**config.mk**
```make
export PLATFORM = sky130hd
export DESIGN_NAME = integer_to_radix_digits
export DESIGN_NICKNAME = d
export VERILOG_FILES = /design/src/sv/itrd_pkg.sv /design/src/sv/itrd_front.sv /design/src/sv/itrd_queue.sv /design/src/sv/itrd_back.sv /design/src/sv/integer_to_radix_digits.sv
export SDC_FILE = /design/constraint.sdc
export NUM_CORES = 1
export LEC_CHECK = 0
export ABC_AREA = 0
export BUFFER_PORTS_ARGS = -buffer_cell sky130_fd_sc_hd__buf_2
export CAP_MARGIN = 0
export CORE_ASPECT_RATIO = 0.6
export CORE_MARGIN = 2
export CORE_UTILIZATION = 25
export CTS_CLUSTER_SIZE = 20
export DETAILED_ROUTE_END_ITERATION = 8
export SETUP_SLACK_MARGIN = 0.15
export SLEW_MARGIN = 5
export SYNTH_ARGS = -nofsm -noshare
export SYNTH_HDL_FRONTEND = slang
export SYNTH_SLANG_ARGS = --single-unit
```
**constraint.sdc**
```tcl
create_clock -name clk_i -period 20.2 [get_ports clk_i]
set_clock_uncertainty 0.2 [all_clocks]
set_input_delay 4.04 -clock clk_i [delete_from_list [all_inputs] [get_ports clk_i]]
set_output_delay 4.04 -clock clk_i [all_outputs]
set_load 0.05 [all_outputs]
```
**src/sv/itrd_pkg.sv**
```systemverilog
// shared constants, state type and digit glyph mapping for the radix digit converter
package itrd_pkg;

  localparam int unsigned RADIX_W   = 6;
  localparam int unsigned CHAR_W    = 8;
  localparam int unsigned MIN_RADIX = 2;
  localparam int unsigned MAX_RADIX = 36;
  localparam int unsigned MAX_DIGIT = MAX_RADIX - 1;
  // bits of the dividend retired per division cycle
  localparam int unsigned BITS_PER_CYCLE = 8;

  localparam logic [CHAR_W-1:0] CHAR_ZERO   = 8'h30;
  localparam logic [CHAR_W-1:0] CHAR_LOW_A  = 8'h61;
  localparam logic [CHAR_W-1:0] DECIMAL_TOP = 8'd10;

  typedef enum logic [3:0] {
    ST_IDLE = 4'b0001,
    ST_DIV  = 4'b0010,
    ST_READ = 4'b0100,
    ST_EMIT = 4'b1000
  } back_state_e;

  // digit value to "0123456789abcdefghijklmnopqrstuvwxyz"
  function automatic logic [CHAR_W-1:0] digit_glyph(logic [RADIX_W-1:0] d);
    logic [RADIX_W-1:0] c;
    logic [CHAR_W-1:0]  w;
    c = (d > RADIX_W'(MAX_DIGIT)) ? RADIX_W'(MAX_DIGIT) : d;
    w = {{(CHAR_W-RADIX_W){1'b0}}, c};
    if (w < DECIMAL_TOP) begin
      return CHAR_ZERO + w;
    end
    return CHAR_LOW_A + w - DECIMAL_TOP;
  endfunction

endpackage

```
**src/sv/itrd_front.sv**
```systemverilog
// front end: masks the value, takes its magnitude and clamps the radix
module itrd_front
  import itrd_pkg::*;
#(
  parameter int unsigned VALUE_BITS = 64
) (
  input  logic [63:0]           value_i,
  input  logic                  is_signed_i,
  input  logic [RADIX_W-1:0]    radix_i,
  output logic [VALUE_BITS-1:0] job_mag_o,
  output logic [RADIX_W-1:0]    job_radix_o,
  output logic                  job_neg_o
);

  logic [VALUE_BITS-1:0] v;
  logic                  neg;

  assign v   = value_i[VALUE_BITS-1:0];
  assign neg = is_signed_i & v[VALUE_BITS-1];

  // two's complement magnitude, read as unsigned so the most negative value is fine
  assign job_mag_o = neg ? (~v + VALUE_BITS'(1)) : v;
  assign job_neg_o = neg;

  always_comb begin
    priority if (radix_i < RADIX_W'(MIN_RADIX)) begin
      job_radix_o = RADIX_W'(MIN_RADIX);
    end else if (radix_i > RADIX_W'(MAX_RADIX)) begin
      job_radix_o = RADIX_W'(MAX_RADIX);
    end else begin
      job_radix_o = radix_i;
    end
  end

endmodule

```
**src/sv/itrd_queue.sv**
```systemverilog
// two-entry request queue between front end and digit engine
module itrd_queue #(
  parameter int unsigned W = 71
) (
  input  logic         clk_i,
  input  logic         rst_ni,
  input  logic         push_valid_i,
  output logic         push_ready_o,
  input  logic [W-1:0] push_data_i,
  output logic         pop_valid_o,
  input  logic         pop_ready_i,
  output logic [W-1:0] pop_data_o
);

  logic [W-1:0] slot_q [2];
  logic         wr_ptr_q, wr_ptr_d;
  logic         rd_ptr_q, rd_ptr_d;
  logic [1:0]   count_q, count_d;
  logic         push, pop;

  assign push_ready_o = (count_q != 2'd2);
  assign pop_valid_o  = (count_q != 2'd0);
  assign pop_data_o   = slot_q[rd_ptr_q];
  assign push         = push_valid_i & push_ready_o;
  assign pop          = pop_valid_o & pop_ready_i;

  always_comb begin
    wr_ptr_d = push ? ~wr_ptr_q : wr_ptr_q;
    rd_ptr_d = pop  ? ~rd_ptr_q : rd_ptr_q;
    count_d  = count_q + {1'b0, push} - {1'b0, pop};
  end

  always_ff @(posedge clk_i or negedge rst_ni) begin
    if (!rst_ni) begin
      wr_ptr_q <= 1'b0;
      rd_ptr_q <= 1'b0;
      count_q  <= 2'd0;
    end else begin
      wr_ptr_q <= wr_ptr_d;
      rd_ptr_q <= rd_ptr_d;
      count_q  <= count_d;
    end
  end

  always_ff @(posedge clk_i) begin
    if (push) begin
      slot_q[wr_ptr_q] <= push_data_i;
    end
  end

endmodule

```
**src/sv/itrd_back.sv**
```systemverilog
// digit engine: iterative divide by the radix, digit store, reverse-order emission
module itrd_back
  import itrd_pkg::*;
#(
  parameter int unsigned VALUE_BITS = 64,
  parameter int unsigned MAX_DIGITS = 64
) (
  input  logic                  clk_i,
  input  logic                  rst_ni,
  input  logic                  job_valid_i,
  output logic                  job_ready_o,
  input  logic [VALUE_BITS-1:0] job_mag_i,
  input  logic [RADIX_W-1:0]    job_radix_i,
  input  logic                  job_neg_i,
  output logic                  out_valid_o,
  input  logic                  out_ready_i,
  output logic [CHAR_W-1:0]     digit_char_o,
  output logic                  negative_o,
  output logic                  last_o
);

  localparam int unsigned CPD   = (VALUE_BITS + BITS_PER_CYCLE - 1) / BITS_PER_CYCLE;
  localparam int unsigned DIV_W = CPD * BITS_PER_CYCLE;
  localparam int unsigned CW    = (CPD > 1) ? $clog2(CPD) : 1;
  localparam int unsigned AW    = $clog2(MAX_DIGITS);
  localparam int unsigned NW    = $clog2(MAX_DIGITS + 1);

  back_state_e        state_q, state_d;
  logic [DIV_W-1:0]   dvd_q, dvd_d;
  logic [RADIX_W-1:0] rem_q, rem_d;
  logic [RADIX_W-1:0] radix_q, radix_d;
  logic               neg_q, neg_d;
  logic [CW-1:0]      chunk_q, chunk_d;
  logic [NW-1:0]      cnt_q, cnt_d;
  logic [AW-1:0]      idx_q, idx_d;

  logic [DIV_W-1:0]   step_dvd;
  logic [RADIX_W-1:0] step_rem;
  logic               mem_we;

  logic [RADIX_W-1:0] store_q [MAX_DIGITS];
  logic [RADIX_W-1:0] rd_q;

  // eight restoring division steps on the narrow remainder
  always_comb begin
    logic [RADIX_W:0]   t;
    logic [DIV_W-1:0]   d;
    logic [RADIX_W-1:0] r;
    d = dvd_q;
    r = rem_q;
    for (int i = 0; i < BITS_PER_CYCLE; i++) begin
      t = {r, d[DIV_W-1]};
      d = {d[DIV_W-2:0], 1'b0};
      if (t >= {1'b0, radix_q}) begin
        t    = t - {1'b0, radix_q};
        d[0] = 1'b1;
      end
      r = t[RADIX_W-1:0];
    end
    step_dvd = d;
    step_rem = r;
  end

  assign job_ready_o  = (state_q == ST_IDLE);
  assign out_valid_o  = (state_q == ST_EMIT);
  assign digit_char_o = digit_glyph(rd_q);
  assign negative_o   = neg_q;
  assign last_o       = (idx_q == '0);
  assign mem_we       = (state_q == ST_DIV) && (chunk_q == CW'(CPD - 1));

  always_comb begin
    state_d = state_q;
    dvd_d   = dvd_q;
    rem_d   = rem_q;
    radix_d = radix_q;
    neg_d   = neg_q;
    chunk_d = chunk_q;
    cnt_d   = cnt_q;
    idx_d   = idx_q;
    unique case (state_q)
      ST_IDLE: begin
        if (job_valid_i) begin
          dvd_d   = DIV_W'(job_mag_i);
          radix_d = job_radix_i;
          neg_d   = job_neg_i;
          rem_d   = '0;
          chunk_d = '0;
          cnt_d   = '0;
          state_d = ST_DIV;
        end
      end
      ST_DIV: begin
        dvd_d = step_dvd;
        rem_d = step_rem;
        if (mem_we) begin
          cnt_d   = cnt_q + NW'(1);
          chunk_d = '0;
          rem_d   = '0;
          if ((step_dvd == '0) || (cnt_q >= NW'(MAX_DIGITS - 1))) begin
            idx_d   = cnt_q[AW-1:0];
            state_d = ST_READ;
          end
        end else begin
          chunk_d = chunk_q + CW'(1);
        end
      end
      ST_READ: begin
        state_d = ST_EMIT;
      end
      ST_EMIT: begin
        if (out_ready_i) begin
          if (idx_q == '0) begin
            state_d = ST_IDLE;
          end else begin
            idx_d   = idx_q - AW'(1);
            state_d = ST_READ;
          end
        end
      end
      default: begin
        state_d = ST_IDLE;
      end
    endcase
  end

  always_ff @(posedge clk_i or negedge rst_ni) begin
    if (!rst_ni) begin
      state_q <= ST_IDLE;
      chunk_q <= '0;
      cnt_q   <= '0;
      idx_q   <= '0;
    end else begin
      state_q <= state_d;
      chunk_q <= chunk_d;
      cnt_q   <= cnt_d;
      idx_q   <= idx_d;
    end
  end

  always_ff @(posedge clk_i) begin
    dvd_q   <= dvd_d;
    rem_q   <= rem_d;
    radix_q <= radix_d;
    neg_q   <= neg_d;
  end

  // digit store, least significant digit at address zero
  always_ff @(posedge clk_i) begin
    if (mem_we) begin
      store_q[cnt_q[AW-1:0]] <= step_rem;
    end
    rd_q <= store_q[idx_q];
  end

  a_emit_idx_in_run: assert property (@(posedge clk_i) disable iff (!rst_ni)
    (state_q == ST_EMIT) |-> (NW'(idx_q) < cnt_q))
    else $error("emit index outside the stored run");

  a_count_bound: assert property (@(posedge clk_i) disable iff (!rst_ni)
    cnt_q <= NW'(MAX_DIGITS))
    else $error("digit count above store depth");

  a_rem_below_radix: assert property (@(posedge clk_i) disable iff (!rst_ni)
    (state_q == ST_DIV) |-> (rem_q < radix_q))
    else $error("partial remainder not below radix");

  a_stall_holds: assert property (@(posedge clk_i) disable iff (!rst_ni)
    (state_q == ST_EMIT && !out_ready_i) |=> (state_q == ST_EMIT && $stable(idx_q)))
    else $error("stalled digit was dropped");

endmodule

```
**src/sv/integer_to_radix_digits.sv**
```systemverilog
// top level of the integer to radix digit converter
//
//   channel  handshake                 payload
//   -------  ------------------------  ------------------------------------
//   in       in_valid_i / in_ready_o   value_i[63:0] is_signed_i radix_i[5:0]
//   out      out_valid_o / out_ready_i digit_char_o[7:0] negative_o last_o
//
// one request of n digits occupies the digit engine for a division pass per digit,
// then for a store read and a present per digit, most significant digit first;
// presents wait while out_ready_i is low; a new request starts after the last digit
// the division loop retires 8 dividend bits a cycle, not stalled by out_ready_i
// the front end keeps taking requests into a two-entry queue while the engine works
// reset is asynchronous, active low; there is no clearing pass, the digit store is
// only read where the same request has written it
// a stalled digit holds on the output until taken; the queue stalls in_ready_o when full
module integer_to_radix_digits
  import itrd_pkg::*;
#(
  parameter int unsigned VALUE_BITS = 64,
  parameter int unsigned MAX_DIGITS = 64
) (
  input  logic               clk_i,
  input  logic               rst_ni,
  input  logic               in_valid_i,
  output logic               in_ready_o,
  input  logic [63:0]        value_i,
  input  logic               is_signed_i,
  input  logic [RADIX_W-1:0] radix_i,
  output logic               out_valid_o,
  input  logic               out_ready_i,
  output logic [CHAR_W-1:0]  digit_char_o,
  output logic               negative_o,
  output logic               last_o
);

  // queued request: negative flag, clamped radix, magnitude
  localparam int unsigned JW = VALUE_BITS + RADIX_W + 1;

  logic [VALUE_BITS-1:0] f_mag;
  logic [RADIX_W-1:0]    f_radix;
  logic                  f_neg;
  logic [JW-1:0]         q_push_data;
  logic [JW-1:0]         q_pop_data;
  logic                  q_pop_valid;
  logic                  q_pop_ready;

  // classification of the request: magnitude, sign and radix clamp
  itrd_front #(
    .VALUE_BITS(VALUE_BITS)
  ) u_front (
    .value_i     (value_i),
    .is_signed_i (is_signed_i),
    .radix_i     (radix_i),
    .job_mag_o   (f_mag),
    .job_radix_o (f_radix),
    .job_neg_o   (f_neg)
  );

  assign q_push_data = {f_neg, f_radix, f_mag};

  // decouples request intake from the digit engine
  itrd_queue #(
    .W(JW)
  ) u_queue (
    .clk_i        (clk_i),
    .rst_ni       (rst_ni),
    .push_valid_i (in_valid_i),
    .push_ready_o (in_ready_o),
    .push_data_i  (q_push_data),
    .pop_valid_o  (q_pop_valid),
    .pop_ready_i  (q_pop_ready),
    .pop_data_o   (q_pop_data)
  );

  // division loop, digit store and most-significant-first emission
  itrd_back #(
    .VALUE_BITS(VALUE_BITS),
    .MAX_DIGITS(MAX_DIGITS)
  ) u_back (
    .clk_i        (clk_i),
    .rst_ni       (rst_ni),
    .job_valid_i  (q_pop_valid),
    .job_ready_o  (q_pop_ready),
    .job_mag_i    (q_pop_data[VALUE_BITS-1:0]),
    .job_radix_i  (q_pop_data[VALUE_BITS +: RADIX_W]),
    .job_neg_i    (q_pop_data[JW-1]),
    .out_valid_o  (out_valid_o),
    .out_ready_i  (out_ready_i),
    .digit_char_o (digit_char_o),
    .negative_o   (negative_o),
    .last_o       (last_o)
  );

endmodule

```
# Word-level counts from Yosys, hierarchy flattened
# Memory sizes are Yosys's and may differ from the RTL's. A register that Yosys moved wholly into a read port is not among the register bits.
# Cells that the tools add are included.
[op_classes]
magnitude_cmp = 13
addsub = 17
bitwise = 6
reduce_logical = 12
eq_ne = 11
muxes = 49
[op_table]
columns = ["cell", "n"]
rows = [
  ["64-bit 2-to-1 mux", 2],
  ["64-bit one-hot mux with 2 select lines", 1],
  ["6-bit 2-to-1 mux", 17],
  ["64-bit by 1-bit adder with 64-bit output, second input constant", 1],
  ["64-bit zero test", 1],
  ["64-bit NOT", 1],
  ["7-bit by 6-bit >= comparator with 1-bit output", 8],
  ["6-bit subtractor", 8],
  ["6-bit one-hot mux with 2 select lines", 2],
  ["4-bit 2-to-1 mux", 4],
  ["8-bit 2-to-1 mux", 2],
  ["4-bit one-hot mux with 4 select lines", 1],
  ["7-bit 2-to-1 mux", 2],
  ["7-bit one-hot mux with 2 select lines", 1],
  ["1-bit 2-to-1 mux", 13],
  ["6-bit greater-than comparator, second input constant", 2],
  ["3-bit 2-to-1 mux", 3],
  ["7-bit by 6-bit adder with 8-bit output, first input constant", 1],
  ["8-bit by 4-bit subtractor with 8-bit output, second input constant", 1],
  ["6-bit by 6-bit adder with 7-bit output, first input constant", 1],
  ["7-bit by 1-bit adder with 7-bit output, second input constant", 1],
  ["7-bit by 6-bit >= comparator with 1-bit output, second input constant", 1],
  ["6-bit zero test", 1],
  ["6-bit by 2-bit < comparator with 1-bit output, second input constant", 1],
  ["22 further kinds", 32],
]
[totals]
out_inout_bits = 12
ff_bits = 101
ramBits = 526
input_bits = 75
n_memories = 2
[mem_list]
columns = ["name", "words", "word_bits", "read_ports", "rd_clocked_by_memory_dff", "write_ports", "line", "text"]
rows = [
  ["u_back.store_q", 64, 6, 1, 1, 1, "itrd_back.sv:41", "logic [RADIX_W-1:0] store_q [MAX_DIGITS];"],
  ["u_queue.slot_q", 2, 71, 1, 0, 1, "itrd_queue.sv:15", "logic [W-1:0] slot_q [2];"],
]

# Depth between registers and ports, before layout
# Gate-level depths: netlist of the first run.
[logic_depth]
ltp_word = 21
ltp_mapped = 80

# By module
# A second synthesis of the first run with hierarchy kept.
[unflattened]
hier_cells = 2176
area_unflattened_um2 = 29614.7
[modules_own_cells]
columns = ["module", "cells_each", "seq_area_each_um2", "instances", "area_per_inst_um2"]
rows = [
  ["itrd_back", 1687, 14465.1, 1, 22628.0],
  ["itrd_queue", 243, 4364.2, 1, 5337.6],
  ["itrd_front", 246, 0.0, 1, 1649.1],
]

# Worst setup path before layout of the first run
# No wires, ideal clock.
[synth_path]
kind = "flip-flop to flip-flop"
start = "reg u_back.radix_q[1]"
end = "mem u_back.store_q[0][4] (data pin)"
synth_period_minus_slack_ps = 18493
arrival_ps = 17730
path_slack_ps = 1707
path_stages_with_launch = 78
n_path_buf = 3
cell_sequence = "edfxtp_1 inv_1 ha_1 nand2b_1 and3_1 o21ai_2 mux2i_1 inv_1 ha_1 and4_1 or4_1 o21a_1 a211o_4 mux2_2 inv_1 ha_1 nor2b_1 o21a_1 [... 42 more ...] a21o_1 a21oi_1 o21ai_0 a21o_1 a21oi_1 o211ai_1 a21oi_1 mux2i_1 ha_1 a21o_1 a21o_1 a21o_1 nand2_1 o2bb2ai_1 inv_1 a41oi_4 nand3_2 mux2i_1"
[synth_between]
elab_chain_cells = 16
elab_cells_between_ends = 24
cone_classes = "8 x add/sub; 8 x order compare; 8 x mux"
[synth_lines]
columns = ["element", "line", "text"]
rows = [
  ["from (decl)", "itrd_back.sv:31", "logic [RADIX_W-1:0] radix_q, radix_d;"],
  ["from (signal assigned)", "itrd_back.sv:143", "radix_q <= radix_d;"],
  ["6-bit subtractor or 7-bit by 6-bit >= comparator with 1-bit output (tied branches)", "itrd_back.sv:55, itrd_back.sv:54", ""],
  ["6-bit 2-to-1 mux", "itrd_back.sv:54", "if (t >= {1'b0, radix_q}) begin"],
  ["6-bit subtractor or 7-bit by 6-bit >= comparator with 1-bit output (tied branches)", "itrd_back.sv:55, itrd_back.sv:54", ""],
  ["6-bit 2-to-1 mux", "itrd_back.sv:54", ""],
  ["6-bit subtractor or 7-bit by 6-bit >= comparator with 1-bit output (tied branches)", "itrd_back.sv:55, itrd_back.sv:54", ""],
  ["6-bit 2-to-1 mux", "itrd_back.sv:54", ""],
  ["6-bit subtractor or 7-bit by 6-bit >= comparator with 1-bit output (tied branches)", "itrd_back.sv:55, itrd_back.sv:54", ""],
  ["6-bit 2-to-1 mux", "itrd_back.sv:54", ""],
  ["6-bit subtractor or 7-bit by 6-bit >= comparator with 1-bit output (tied branches)", "itrd_back.sv:55, itrd_back.sv:54", ""],
  ["6-bit 2-to-1 mux", "itrd_back.sv:54", ""],
  ["7-bit by 6-bit >= comparator with 1-bit output or 6-bit subtractor (tied branches)", "itrd_back.sv:54, itrd_back.sv:55", ""],
  ["6-bit 2-to-1 mux", "itrd_back.sv:54", ""],
  ["6-bit subtractor or 7-bit by 6-bit >= comparator with 1-bit output (tied branches)", "itrd_back.sv:55, itrd_back.sv:54", ""],
  ["6-bit 2-to-1 mux", "itrd_back.sv:54", ""],
  ["6-bit subtractor or 7-bit by 6-bit >= comparator with 1-bit output (tied branches)", "itrd_back.sv:55, itrd_back.sv:54", ""],
  ["6-bit 2-to-1 mux (*)", "itrd_back.sv:54", ""],
  ["named net u_back.step_rem[4]", "itrd_back.sv:38", "logic [RADIX_W-1:0] step_rem;"],
  ["to (decl)", "itrd_back.sv:41", ""],
]
# The timed path passes the listed nets; every way through them passes the cells marked *.

# Final worst setup path of the first run
[layout_path]
start = "reg u_back.radix_q[4]"
end = "reg u_back.idx_q[1]"
[layout_between]
elab_chain_cells = 20
elab_cells_between_ends = 34
cone_classes = "7 x add/sub; 8 x order compare; 1 x eq/ne; 15 x mux; 3 x reduce/logical"
[layout_lines]
columns = ["element", "line", "text"]
rows = [
  ["6-bit subtractor or 7-bit by 6-bit >= comparator with 1-bit output (tied branches)", "itrd_back.sv:55, itrd_back.sv:54", ""],
  ["6-bit 2-to-1 mux", "itrd_back.sv:54", ""],
  ["6-bit subtractor or 7-bit by 6-bit >= comparator with 1-bit output (tied branches)", "itrd_back.sv:55, itrd_back.sv:54", ""],
  ["6-bit 2-to-1 mux", "itrd_back.sv:54", ""],
  ["7-bit by 6-bit >= comparator with 1-bit output or 6-bit subtractor (tied branches)", "itrd_back.sv:54, itrd_back.sv:55", ""],
  ["6-bit 2-to-1 mux", "itrd_back.sv:54", ""],
  ["6-bit subtractor or 7-bit by 6-bit >= comparator with 1-bit output (tied branches)", "itrd_back.sv:55, itrd_back.sv:54", ""],
  ["6-bit 2-to-1 mux", "itrd_back.sv:54", ""],
  ["[... 4 more ...]", "-", ""],
  ["6-bit subtractor or 7-bit by 6-bit >= comparator with 1-bit output (tied branches)", "itrd_back.sv:55, itrd_back.sv:54", ""],
  ["6-bit 2-to-1 mux", "itrd_back.sv:54", ""],
  ["7-bit by 6-bit >= comparator with 1-bit output", "itrd_back.sv:54", ""],
  ["1-bit 2-to-1 mux", "itrd_back.sv:54", ""],
  ["64-bit zero test (*)", "itrd_back.sv:99", "if ((step_dvd == '0) || (cnt_q >= NW'(MAX_DIGITS - 1))) begin"],
  ["1-bit logical OR (*)", "itrd_back.sv:99", ""],
  ["2-bit != test (no source line) (*)", "-", ""],
  ["5-bit AND reduction (no source line) (*)", "-", ""],
  ["to (signal assigned)", "itrd_back.sv:136", "idx_q <= idx_d;"],
  ["to (decl)", "itrd_back.sv:35", "logic [AW-1:0] idx_q, idx_d;"],
]
# Mark *: on every way between the ends. The rest lies on a longest branch, timed or not.
# A chain may end at the register's enable or synchronous reset.

==> summary.md, run 1 <==
| Metric | Value |
|---|---|
| DR pass1 iterations | `5` |
| Fin crit share | `between 90% and 100%` |
| Most Frequent Cell on Critical Path | `ha_1` |
| Worst Setup End Kind | `flip-flop` |
| Met1 Routed Length | `roughly 34000 um` |
| Register-to-Register Path Depth | `slightly below 80` |
| Fin crit period | `18.81 ns` |
| CP bufs+invs | `9` |
| TritonCTS clock tree | `built` |
| I/O pin cnt | `87` |
| Max H-tree Level | `2` |
| Final hold vios | `0` |
| Post-synthesis area per instance | `15.3 um2` |
| Syn nets | `2036` |
| Post-synth EDFFs | `603` |
| Synth area leader | `edfxtp_1` |
| Row count | `between 90 and 100` |
| CP peak stage delay | `0.48 ns` |
| CTS Sinks | `approximately 630` |
| Total CTS buffers | `61` |
| FF-to-FF End | `u_back.idx_q[1]` |
| HP Start | `u_back.chunk_q[0]` |
| Total global-route track usage | `roughly 11%` |
| WP data required | `20.50 ns` |
| Core Area | `115000 um2` |
| First-pass GRT wire length | `104000 um` |
| DP HPWL | `46300 um` |
| Worst-Skew Late Latency | `0.63 ns` |
| Util after Layout | `a little under 30%` |
| Number of global-route vias before repair | `16100` |
| Area contributors post-synth | `edfxtp_1, mux4_2, mux2i_1, ha_1, dfrtp_1` |
| Root buf cell | `clkbuf_16` |
| Synth warn | `0` |
| Routed vias | `16600` |
| Hold Path Depth | `1` |
| Synthesized cell area | `29000 um2` |
| Setup crit start | `u_back.radix_q[4]` |
| #FFs+latches synth | `between 600 and 700` |
| Pins over their slew limit | `0` |
| Vias per cell | `4.66` |
| Max layer used | `met4` |
| Register area share after synthesis | `65.0%` |
| CTS Buffer Depth | `3` |
| TNS Setup | `0 ns` |
| Die Footprint | `119000 um2` |
| Placer Congestion | `0.852` |
| Synth Flop Type | `edfxtp_1` |
| Die Height | `~270 um` |
| DRC viols | `0` |
| Non-Filler Instances | `between 3000 and 4000` |
| FF-to-FF setup slack | `1.39 ns` |
| Fin nets | `2143` |
| Final wirelength | `68200 um` |
| Met3 WL post-DR | `approximately 5300 um` |
| Syn Inst Count | `1897` |
| Initial core utilization | `25.3%` |
| Initial antenna violation count | `9` |
| Status | `finished clean` |
| Fmax | `53.2 MHz` |
| Critical path's top delay family | `compound AO/OA/AOI/OAI gates` |
| Dpl cells | `3444` |
| Largest net degree at the start of global routing | `124` |
| Slew @ Worst Pin | `around 1.2 ns` |
| Unrepaired setup endpoints after global routing | `no` |
| Routed Antenna Nets | `0` |
| Initial DRC Count | `~1900` |
| Arrival time at the worst endpoint | `19.12 ns` |
| Top-area cell type share of the netlist area | `62.5%` |
| Startpoint class of the critical path | `flip-flop` |
| R2r startpoint | `u_back.radix_q[4]` |
| WHS | `0.302 ns` |
| Metal2 WL | `27300 um` |
| Slew headroom | `23.2%` |
| Hold crit path type | `reg2reg` |
| IO buf count | `84` |
| Worst Hold End | `u_back.chunk_q[0]` |
| Crit path kind | `reg2reg` |
| Yosys cell types | `86` |
| Synth-to-Final Area Change | `15.5%` |
| Clk slew on worst S/H paths | `0.07 ns` |
| Die Width | `443 um` |
| Slowest stage cell, crit path | `or4_1` |
| DR WL/cell | `19.1 um` |
| Grt ovf | `0` |
| Async S/R FF share, synth | `under 10%` |
| Max cap viols | `0` |
| Count of final setup violators | `0` |
| Layout cell share with drive strength beyond 1 | `20.3%` |
| Max Fanout on Critical Path | `17` |
[area by class of cell]
class	count	area, um2
diodes	2	5.00
clock buffers	70	1560
clock inverters	41	418
fillers	11300	81100
inverters	64	255
multi-input cells	1121	9730
flip-flops and latches	633	18800
well taps	1519	1900
repair buffers	123	754
[worst max path at each step]
stage / end / slack (ns) / cells past startpoint
detailed placement: u_back.idx_q[1] / 0.53 / 76
global placement: u_back.idx_q[1] / 0.98 / 77
floorplan: u_back.store_q[0][4] / 1.71 / 77
global route: u_back.idx_q[0] / 0.10 / 78
CTS: u_back.idx_q[1] / 0.47 / 76
finish: u_back.idx_q[1] / 1.39 / 78
[what timing repair did]
action / 4_1_cts / 5_1_grt
setup buffers: 0 / 16
endpoints found under the setup margin: 0 / 399
hold buffers: 0 / 0
gates resized for setup: 0 / 23
[sequential cells by signal, indices dropped and copies added (netlist names)]
name               flops
u_queue.rd_ptr_q       1
u_queue.wr_ptr_q       1
u_back.cnt_q           7
u_back.state_q         4
u_back.idx_q           6
u_back.dvd_q          64
u_queue.count_q        2
u_queue.slot_q       142
u_back.rem_q           6
u_back.chunk_q         3
u_back.negative_o      1
u_back.radix_q         6
u_back.store_q       384
u_back.rd_q            6
[worst reg2reg max path, delay by kind of cell, from the launching register on]
family	cells	cell delay [ns]
flip-flops	1	0.38
adder cells (fa/ha/maj)	8	2.54
buffers and inverters	9	1.22
multiplexers	4	1.12
AO/OA/AOI/OAI	38	8.80
AND/OR/NAND/NOR	19	4.45
[per-layer routing]
metal	vias up	track usage (%)
met5	-	0
met4	0	3.01
met3	87	2.59
met1	8373	18.1
met2	562	15.3
li1	7614	-
[through the flow]
| step | instance area, um2 | setup slack, ns |
|---|---|---|
| 6_report | 33500 | 1.39 |
| 5_1_grt | 33500 | 0.101 |
| 4_1_cts | 33200 | 0.473 |
| 3_5_place_dp | 31300 | 0.525 |
| 3_3_place_gp | 31300 | 0.979 |
| 2_1_floorplan | 29000 | 1.71 |
[logic make-up (layout without fill, tap and decap cells)]
group,Yosys count,in the layout,share of synthesized area [%]
xor gates and xnor gates,93,93,2.81
buffers and inverters,143,298,1.90
DFF,633,633,65.0
muxes,217,217,13.0
adders and majority gates,65,65,3.01
and+or+nand+nor,426,426,7.02
other,2,4,0.0259
AOI/OAI and AO/OA,318,318,7.23
[placed cells by master (no fill, tap or decap), types with 8 or more instances in the layout]
master	instances
edfxtp_1	603
nor2_1	134
nand2_1	130
mux4_2	126
o21ai_0	113
buf_2	84
mux2i_1	71
a21oi_1	67
clkbuf_16	61
inv_1	58
ha_1	53
xnor2_1	49
xor2_1	44
buf_4	35
nor3_1	23
a21o_1	20
nor4_1	19
dfrtp_1	19
nor2b_1	18
mux2_2	16
or4_1	13
o31ai_1	13
clkinv_2	13
a31oi_1	12
nand2b_1	12
nand3_1	12
clkinvlp_4	11
clkinv_1	11
or3_1	10
nand3b_1	9
clkbuf_1	9
o21a_1	8
a211oi_1	8
nand4_1	8
fa_1	8
[cells in the mapped netlist, drive strengths merged (5+ instances only)]
library cell  instances
nor2b                18
nor3                 24
buf                  24
xnor2                49
a21o                 20
fa                    8
a31oi                12
nand2               130
edfxtp              603
nor3b                 7
inv                  64
o31a                  5
dfxtp                 6
nand3b                9
nand4                 8
dfrtp                23
nor4                 19
mux2i                75
clkbuf               55
o211a                 5
a211oi               10
xor2                 44
ha                   56
o211ai                6
or3                  10
or3b                  6
nor2                136
o31ai                14
mux2                 16
nand3                13
mux4                126
nand2b               12
a21oi                73
o21a                 10
a21boi                7
and3                  8
o21ai               116
or2                   5
or4                  13
o2bb2ai               6
Power of run 1 is not shown: default switching activity piles up to over one toggle a cycle in this logic, so the estimate is an artifact.
==> run 2: changes to the inputs <==
--- a/config.mk
+++ b/config.mk
@@ -13,6 +13,7 @@
 export CORE_UTILIZATION = 25
 export CTS_CLUSTER_SIZE = 20
 export DETAILED_ROUTE_END_ITERATION = 8
+export PLACE_DENSITY = 0.4
 export SETUP_SLACK_MARGIN = 0.15
 export SLEW_MARGIN = 5
 export SYNTH_ARGS = -nofsm -noshare
==> run 2 against run 1 <==
Global-route usage up 2.0 points; sequential share of layout area is 0.11 points lower; cell count increased by 0.14%; flip-flop and latch count unchanged; register-to-register slack improved by 0.03 ns; hold slack better by 0.018 ns; via count is 1.3% higher; core utilization up 0.060 points; worst setup slack improved by 0.029 ns; routed wire length increased by 18%; critical path depth is 2 lower.
==> summary.md, run 2 (synthesis results as in run 1) <==
| Metric | Value |
|---|---|
| Arrival time at the worst endpoint | `19.09 ns (-0.03 ns)` |
| Core Area | `115000 um2 (unchanged)` |
| Hold Buf Count CTS | `0 (unchanged)` |
| Total global-route track usage | `13.5% (+2.0 points)` |
| DR WL/cell | `22.4 um (+18%)` |
| TritonCTS clock tree | `built` |
| Slowest stage cell, crit path | `edfxtp_1` |
| Fmax | `53.2 MHz (+0.15%)` |
| Fin nets | `2145 (+0.093%)` |
| Register-to-Register Path Depth | `76 (-2.6%)` |
| Non-Filler Instances | `3578 (+0.14%)` |
| Final hold vios | `0 (unchanged)` |
| DP HPWL | `54700 um (+18%)` |
| Max H-tree Level | `3 (+1)` |
| Count of final setup violators | `0 (unchanged)` |
| CTS Buffer Depth | `3 (unchanged)` |
| Commonest non-fill, non-tap cell in the layout | `edfxtp_1` |
| Total CTS buffers | `67 (+9.8%)` |
| Layout cell share with drive strength beyond 1 | `19.9% (-0.39 points)` |
| Hold crit path type | `reg2reg` |
| Unrepaired setup endpoints after global routing | `no` |
| Dpl cells | `3448 (+0.12%)` |
| Worst Hold End | `u_back.chunk_q[0]` |
| Die Width | `443 um (unchanged)` |
| IO buf count | `84 (unchanged)` |
| Most frequent cells in the layout | `edfxtp_1, nor2_1, nand2_1` |
| Largest net degree at the start of global routing | `80 (-35%)` |
| FF-to-FF End | `u_back.idx_q[1]` |
| Number of global-route vias before repair | `16700 (+3.7%)` |
| Fin crit share | `93.0% (-0.14 points)` |
| WP data required | `20.51 ns (about the same)` |
| Initial antenna violation count | `5 (-4)` |
| Max cap viols | `0 (unchanged)` |
| Synth-to-Final Area Change | `15.8%` |
| CP peak stage delay | `0.50 ns (+0.02 ns)` |
| Slew @ Worst Pin | `1.16 ns (+0.00820 ns)` |
| Fin crit period | `18.78 ns (-0.0288 ns)` |
| Largest register FFs | `384 (unchanged)` |
| Initial core utilization | `25.3% (unchanged)` |
| First-pass GRT wire length | `117000 um (+12%)` |
| I/O pin cnt | `87 (unchanged)` |
| Status | `finished clean` |
| DRC viols | `0 (unchanged)` |
| Grt ovf | `0 (unchanged)` |
| R2r startpoint | `u_back.rem_q[1]` |
| Final wirelength | `80200 um (+18%)` |
| TNS Setup | `0 ns (unchanged)` |
| Placer Congestion | `0.821 (-3.6%)` |
| Pins over their slew limit | `0 (unchanged)` |
| Most Frequent Cell on Critical Path | `ha_1` |
| Row count | `96 (unchanged)` |
| Initial DRC Count | `1291 (-32%)` |
| Startpoint class of the critical path | `flip-flop` |
| Die Height | `268 um (unchanged)` |
| FF-to-FF setup slack | `1.42 ns (+0.03 ns)` |
| Routed Antenna Nets | `0 (unchanged)` |
| Worst Setup End Kind | `flip-flop` |
| Die Footprint | `119000 um2 (unchanged)` |
| Crit path kind | `reg2reg` |
| Slew headroom | `22.6% (-0.55 points)` |
| HP Start | `u_back.chunk_q[0]` |
| DR pass1 iterations | `5 (unchanged)` |
| Clk slew on worst S/H paths | `0.06 ns (about the same)` |
| Vias per cell | `4.71 (+1.2%)` |
| CTS Sinks | `633 (unchanged)` |
| Root buf cell | `clkbuf_16` |
| Routed vias | `16900 (+1.3%)` |
| Worst-Skew Late Latency | `0.66 ns (+0.03 ns)` |
| Max Fanout on Critical Path | `17 (unchanged)` |
| Hold Path Depth | `1 (unchanged)` |
==> run 2: cell count changes in the layout (fill, tap and decap cells not counted), sizes merged <==
cell	delta
clkinv	+1
clkbuf	+13
inv	+5
bufinv	-3
clkinvlp	-7
buf	-4
==> run 2: per-layer routing <==
layer  routed length (um)  track usage, %
met3                 5840            3.97
met2                31300            17.8
met4                 1430            2.83
met5                    0               0
met1                41700            21.2
==> run 2: worst max-delay path by stage <==
stage | end | from | cells after the start
final | u_back.idx_q[1] | u_back.rem_q[1] | 76
after global routing | u_back.idx_q[3] | u_back.rem_q[1] | 76
after CTS | u_back.idx_q[1] | u_back.radix_q[5] | 77
after detailed placement | u_back.idx_q[1] | u_back.radix_q[5] | 77
after global placement | u_back.idx_q[1] | u_back.radix_q[5] | 78
after floorplan | u_back.store_q[0][4] | u_back.radix_q[1] | 77
==> run 2: critical path: cells and delay by family, from the launching register on <==
kind / cells / cell delay, ns
AOI/OAI and AO/OA: 39 / 8.82
and+or+nand+nor: 17 / 4.09
muxes: 6 / 1.77
DFF: 1 / 0.50
buffers and inverters: 6 / 0.80
adders and majority gates: 8 / 2.44
==> run 2: final cells by class <==
type                    instances  area, um2
clock inverters                37        368
fillers                     11500      81100
well taps                    1519       1900
flip-flops and latches        633      18800
diodes                          2       5.00
inverters                      64        244
repair buffers                119        712
clock buffers                  83       1740
multi-input cells            1121       9730
==> run 2: what timing repair did <==
action / in CTS / in global routing
buffers inserted: 0 / 8
gates resized for setup: 0 / 21
endpoints found under the setup margin: 0 / 399
==> run 2: metrics by stage <==
| step | worst slack [ns] | hold slack (ns) | utilization, % | instance area [um2] |
|---|---|---|---|---|
| floorplan | 1.71 | 0.261 | - | 29000 |
| global placement | 0.719 | 0.287 | 27.3 | 31300 |
| detailed placement | 0.278 | 0.301 | 27.3 | 31300 |
| CTS | 0.179 | 0.326 | 29.1 | 33400 |
| global route | 0.214 | 0.359 | 29.3 | 33500 |
| finish | 1.42 | 0.319 | 29.3 | 33500 |
Power of run 2 is left out for the same reason.
